==> src/im2col_pkg.sv <==
`default_nettype none

package im2col_pkg;

    // Image and window limits; register values above these count as the limit
    localparam int MAX_HEIGHT   = 32;
    localparam int MAX_WIDTH    = 32;
    localparam int MAX_CHANNELS = 4;
    localparam int MAX_FILTER   = 8;
    localparam int MAX_STRIDE   = 8;

    localparam int STORE_DEPTH = MAX_CHANNELS * MAX_HEIGHT * MAX_WIDTH;
    localparam int ADDR_W      = $clog2(STORE_DEPTH);

    // Shared iterative divider: 12-bit dividend, 7-bit divisor, one bit per cycle
    localparam int DIV_W     = 12;
    localparam int DEN_W     = 7;
    localparam int DIV_CNT_W = $clog2(DIV_W);

    typedef enum logic [2:0] {
        REG_IN_HEIGHT     = 3'd0,
        REG_IN_WIDTH      = 3'd1,
        REG_CHANNELS      = 3'd2,
        REG_FILTER_HEIGHT = 3'd3,
        REG_FILTER_WIDTH  = 3'd4,
        REG_STRIDE        = 3'd5,
        REG_PADDING       = 3'd6
    } cfg_reg_t;

    typedef struct packed {
        logic             start;
        logic [DIV_W-1:0] dividend;
        logic [DEN_W-1:0] divisor;
    } div_req_t;

    typedef struct packed {
        logic             done;
        logic [DIV_W-1:0] quotient;
        logic [DEN_W-1:0] remainder;
    } div_rsp_t;

endpackage

`default_nettype wire

==> src/im2col_div.sv <==
`default_nettype none

module im2col_div (
    input  wire logic                 clk,
    input  wire logic                 rst_n,
    input  wire im2col_pkg::div_req_t req,
    output im2col_pkg::div_rsp_t      rsp
);

    logic                                busy_reg;
    logic                                busy_next;
    logic                                done_reg;
    logic                                done_next;
    logic [im2col_pkg::DIV_CNT_W-1:0]    cnt_reg;
    logic [im2col_pkg::DIV_CNT_W-1:0]    cnt_next;
    logic [im2col_pkg::DIV_W-1:0]        quo_reg;
    logic [im2col_pkg::DIV_W-1:0]        quo_next;
    logic [im2col_pkg::DEN_W-1:0]        rem_reg;
    logic [im2col_pkg::DEN_W-1:0]        rem_next;
    logic [im2col_pkg::DEN_W-1:0]        den_reg;
    logic [im2col_pkg::DEN_W-1:0]        den_next;

    logic [im2col_pkg::DEN_W:0]          shifted;
    logic [im2col_pkg::DEN_W:0]          diff;
    logic                                fits;

    always_comb
    begin
        shifted = {rem_reg, quo_reg[im2col_pkg::DIV_W-1]};
        diff    = shifted - {1'b0, den_reg};
        fits    = (shifted >= {1'b0, den_reg});

        busy_next = busy_reg;
        done_next = 1'b0;
        cnt_next  = cnt_reg;
        quo_next  = quo_reg;
        rem_next  = rem_reg;
        den_next  = den_reg;

        if (req.start)
        begin
            busy_next = 1'b1;
            cnt_next  = '0;
            quo_next  = req.dividend;
            rem_next  = '0;
            den_next  = req.divisor;
        end
        else if (busy_reg)
        begin
            // shift in the next dividend bit, subtract when the divisor fits
            quo_next = {quo_reg[im2col_pkg::DIV_W-2:0], fits};
            rem_next = fits ? diff[im2col_pkg::DEN_W-1:0] : shifted[im2col_pkg::DEN_W-1:0];
            cnt_next = cnt_reg + im2col_pkg::DIV_CNT_W'(1);
            if (cnt_reg == im2col_pkg::DIV_CNT_W'(im2col_pkg::DIV_W - 1))
            begin
                busy_next = 1'b0;
                done_next = 1'b1;
            end
        end
    end

    always_ff @(posedge clk or negedge rst_n)
    begin
        if (!rst_n)
        begin
            busy_reg <= 1'b0;
            done_reg <= 1'b0;
            cnt_reg  <= '0;
        end
        else
        begin
            busy_reg <= busy_next;
            done_reg <= done_next;
            cnt_reg  <= cnt_next;
        end
    end

    always_ff @(posedge clk)
    begin
        quo_reg <= quo_next;
        rem_reg <= rem_next;
        den_reg <= den_next;
    end

    assign rsp.done      = done_reg;
    assign rsp.quotient  = quo_reg;
    assign rsp.remainder = rem_reg;

endmodule

`default_nettype wire

==> config.mk <==
export PLATFORM = sky130hd
export DESIGN_NAME = im2col_div
export DESIGN_NICKNAME = d
export VERILOG_FILES = /design/src/im2col_pkg.sv /design/src/im2col_div.sv
export SDC_FILE = /design/constraint.sdc
export NUM_CORES = 1
export LEC_CHECK = 0
export CORE_MARGIN = 2
export CORE_UTILIZATION = 66
export CTS_BUF_LIST = sky130_fd_sc_hd__clkbuf_4
export CTS_CLUSTER_DIAMETER = 120
export CTS_CLUSTER_SIZE = 20
export DETAILED_ROUTE_END_ITERATION = 8
export DONT_BUFFER_PORTS = 1
export PLACE_DENSITY = 0.88
export SLEW_MARGIN = 20
export SYNTH_ARGS = -nofsm -noshare
export SYNTH_HDL_FRONTEND = slang
export SYNTH_SLANG_ARGS = --single-unit
==> constraint.sdc <==
create_clock -name clk -period 6.2 [get_ports clk]
set_input_delay 0.62 -clock clk [delete_from_list [all_inputs] [get_ports clk]]
set_output_delay 0.62 -clock clk [all_outputs]
set_load 0.005 [all_outputs]
==> flow_summary.yaml <==
cts:
  cts_buffers: 5
  cts_buffer_depth: 2
  htree_levels: 2
  cts_setup_buffers: 0
  cts_sinks: 32
  cts_tree: "built"
  clk_pin_slew_worst_paths_ns: 0.09
  clk-insertion-delay-late_ns: 0.33
  cts_root_buf: "clkbuf_4"
grt:
  track_usage_pct: 23.2
  grt-ovfl-total: 0
  grt_pass1_wl_um: 5650
  grt_max_degree: 40
  grt_pass1_vias: 1210
  antenna_found_initial: 0
floorplan:
  dieHeight_um: 56.4
  ioPinCount: 42
  dieArea_um2: 3180
  initial_utilization_pct: 67.5
  core_um2: 2690
  rows: 19
  die_w_um: 56.4
layout:
  nNetsFinal: 189
  diodes: 0
  finalNonFillerCells: 190
  largest_register_ffs: 12
  final_core_util_pct: 69.0
  drive_gt1_share_pct: 17.0
  syn2layout_area_growth_pct: 2.21
yosys:
  dominantRegCellSynth: "edfxtp_1"
  async_flop_share_pct: 18.8
  syn_inst: 160
  netlist_top_cells_area: "edfxtp_1 31%, dfrtp_1 8.3%, dfxtp_1 7.7%, mux2_2 6.8%, ha_1 5.5%"
  synth_edf_count: 19
  ys_ff_latch: 32
  seq_area_frac_synth_pct: 47.5
  ys_types: 45
  syn_nets: 191
  netlist_area_um2: 1810
  synth.top_cells.by_count: "19 x edfxtp_1, 15 x nor2_1, 11 x inv_1, 11 x mux2_2"
  synth_top_area_cell: "edfxtp_1"
  synth_top_area_share_pct: 31.5
  synth.avg_cell_area_um2: 11.3
  yosysMostFrequentCell: "edfxtp_1"
  synth-warning-count: 0
routing:
  wl_um: 3240
  drc: 0
  via_per_inst: 6.45
  drtPass1Iterations: 4
  ant_nets: 0
  drt_first_iter_violations: 64
  vias: 1226
  routedWlPerCell_um: 17.1
placed_design:
  place_ws_ns: 3.83
  io_buffers: 0
  gp_routability_congestion: 0.860
  dpl.cell_count: 181
  place_hpwl_um: 2350
worst_setup_path:
  r2r_start: "quo_reg[11]"
  startpoint: "quo_reg[11]"
  critical_path_required_ns: 6.43
  path_class: "reg2reg"
  path_max_fanout: 9
  start_kind: "register"
  cp-end-kind: "register"
  arrival_ns: 2.62
power_and_ir_drop:
  p_leak_nw: 0.732
  p_per_area_nw_per_um2: 328
  ir_drop_mv: 0.270
sta:
  slew_viol_final: 0
  layout_min_cycle_time_ns: 2.39
  hold_ws_ns: 0.367
  setup_viol: 0
  worst_pin_slew_ns: 0.747
  hold_violations: 0
  setup-tns-final_ns: 0
  relSlewSlack_pct: 50.2
  rsz0062_at_grt: "no"
  finalCritPeriodShare_pct: 38.6
  skew_ns: 0.0170
  final.setup.worst_slack_ns: 3.81
  max_freq_mhz: 418
worst_hold_path:
  worstHoldStart: "req[19]"
  min_path_type: "in2reg"
job:
  timing.max_cap.violations: 0
status:
  outcome: "completed"
critical path, stage by stage, from the launching register on:
cell and delay [ns]:
edfxtp_1 0.39, inv_1 0.09, ha_1 0.23, fa_1 0.39, nand2b_1 0.20, a211o_1 0.39
and3_1 0.33, a311oi_2 0.28
cell type report:
type | instances | area [um^2]
fill | 208 | 833
inverter | 11 | 41.3
tap | 31 | 38.8
multi-input combinational | 107 | 850
sequential | 32 | 861
clock buffer | 6 | 45.0
clock inverter | 2 | 7.51
timing repair buffer | 1 | 10.0
layout by cell type (no fill, tap or decap), types with 3 or more instances in the layout:
master    instances
nand2b_1          6
xnor2_1           3
nand4_1           3
nand2_1           8
nor2_1           15
dfxtp_1           7
mux2_2           11
nand3b_1          4
a41oi_1           4
inv_1            11
a211oi_1          3
edfxtp_1         19
xor2_1            3
ha_1              8
clkbuf_4          6
dfrtp_1           6
a21o_1            4
nor3b_1           5
metal layers:
layer,share of wire (%),vias up,GRT usage [%],wire length (um)
li1,-,583,-,-
met3,8.1,10,7.14,261
met2,48,51,34.5,1540
met1,42,582,31.7,1360
met5,0,-,0,0
met4,2.5,0,9.86,80
timing repair:
item / CTS / global route
hold buffers: 1 / 0
resized for setup: 0 / 0
endpoints found under the hold margin: 6 / 0
where the power goes:
group | total, mW | switching (mW) | leakage, nW | internal, mW
Sequential | 0.295 | 0.0342 | 0.330 | 0.261
Combinational | 0.203 | 0.110 | 0.371 | 0.0930
Clock | 0.110 | 0.0638 | 0.0307 | 0.0463
Total | 0.608 | 0.208 | 0.732 | 0.400
kinds of logic (layout without fill, tap and decap cells):
kind of cell	after synthesis	after routing	share of synthesized area, %
mux	13	13	7.94
xor+xnor	6	6	2.90
fa+ha+maj	9	9	6.63
compound gates	29	29	14.0
flops	32	32	47.5
simple gates	50	50	15.4
buf+inv	21	20	5.66
stage by stage:
step | area (um^2) | power [mW]
after floorplan | 1810 | 0.464
after global placement | 1790 | 0.488
after detailed placement | 1790 | 0.495
after CTS | 1850 | 0.609
after global routing | 1850 | 0.649
final | 1850 | 0.608
worst paths after layout:
path / end / slack [ns] / cells after the start
worst max-delay path: rem_reg[2] / 3.81 / 7
worst min-delay path: cnt_reg[3] / 0.37 / 1
worst max register to register: rem_reg[2] / 3.81 / 7
worst min register to register: cnt_reg[3] / 0.56 / 2
max in group asynchronous: cnt_reg[0] / 5.38 / 1
min in group asynchronous: busy_reg / 0.60 / 1
Power figures use the tool's default switching activity.
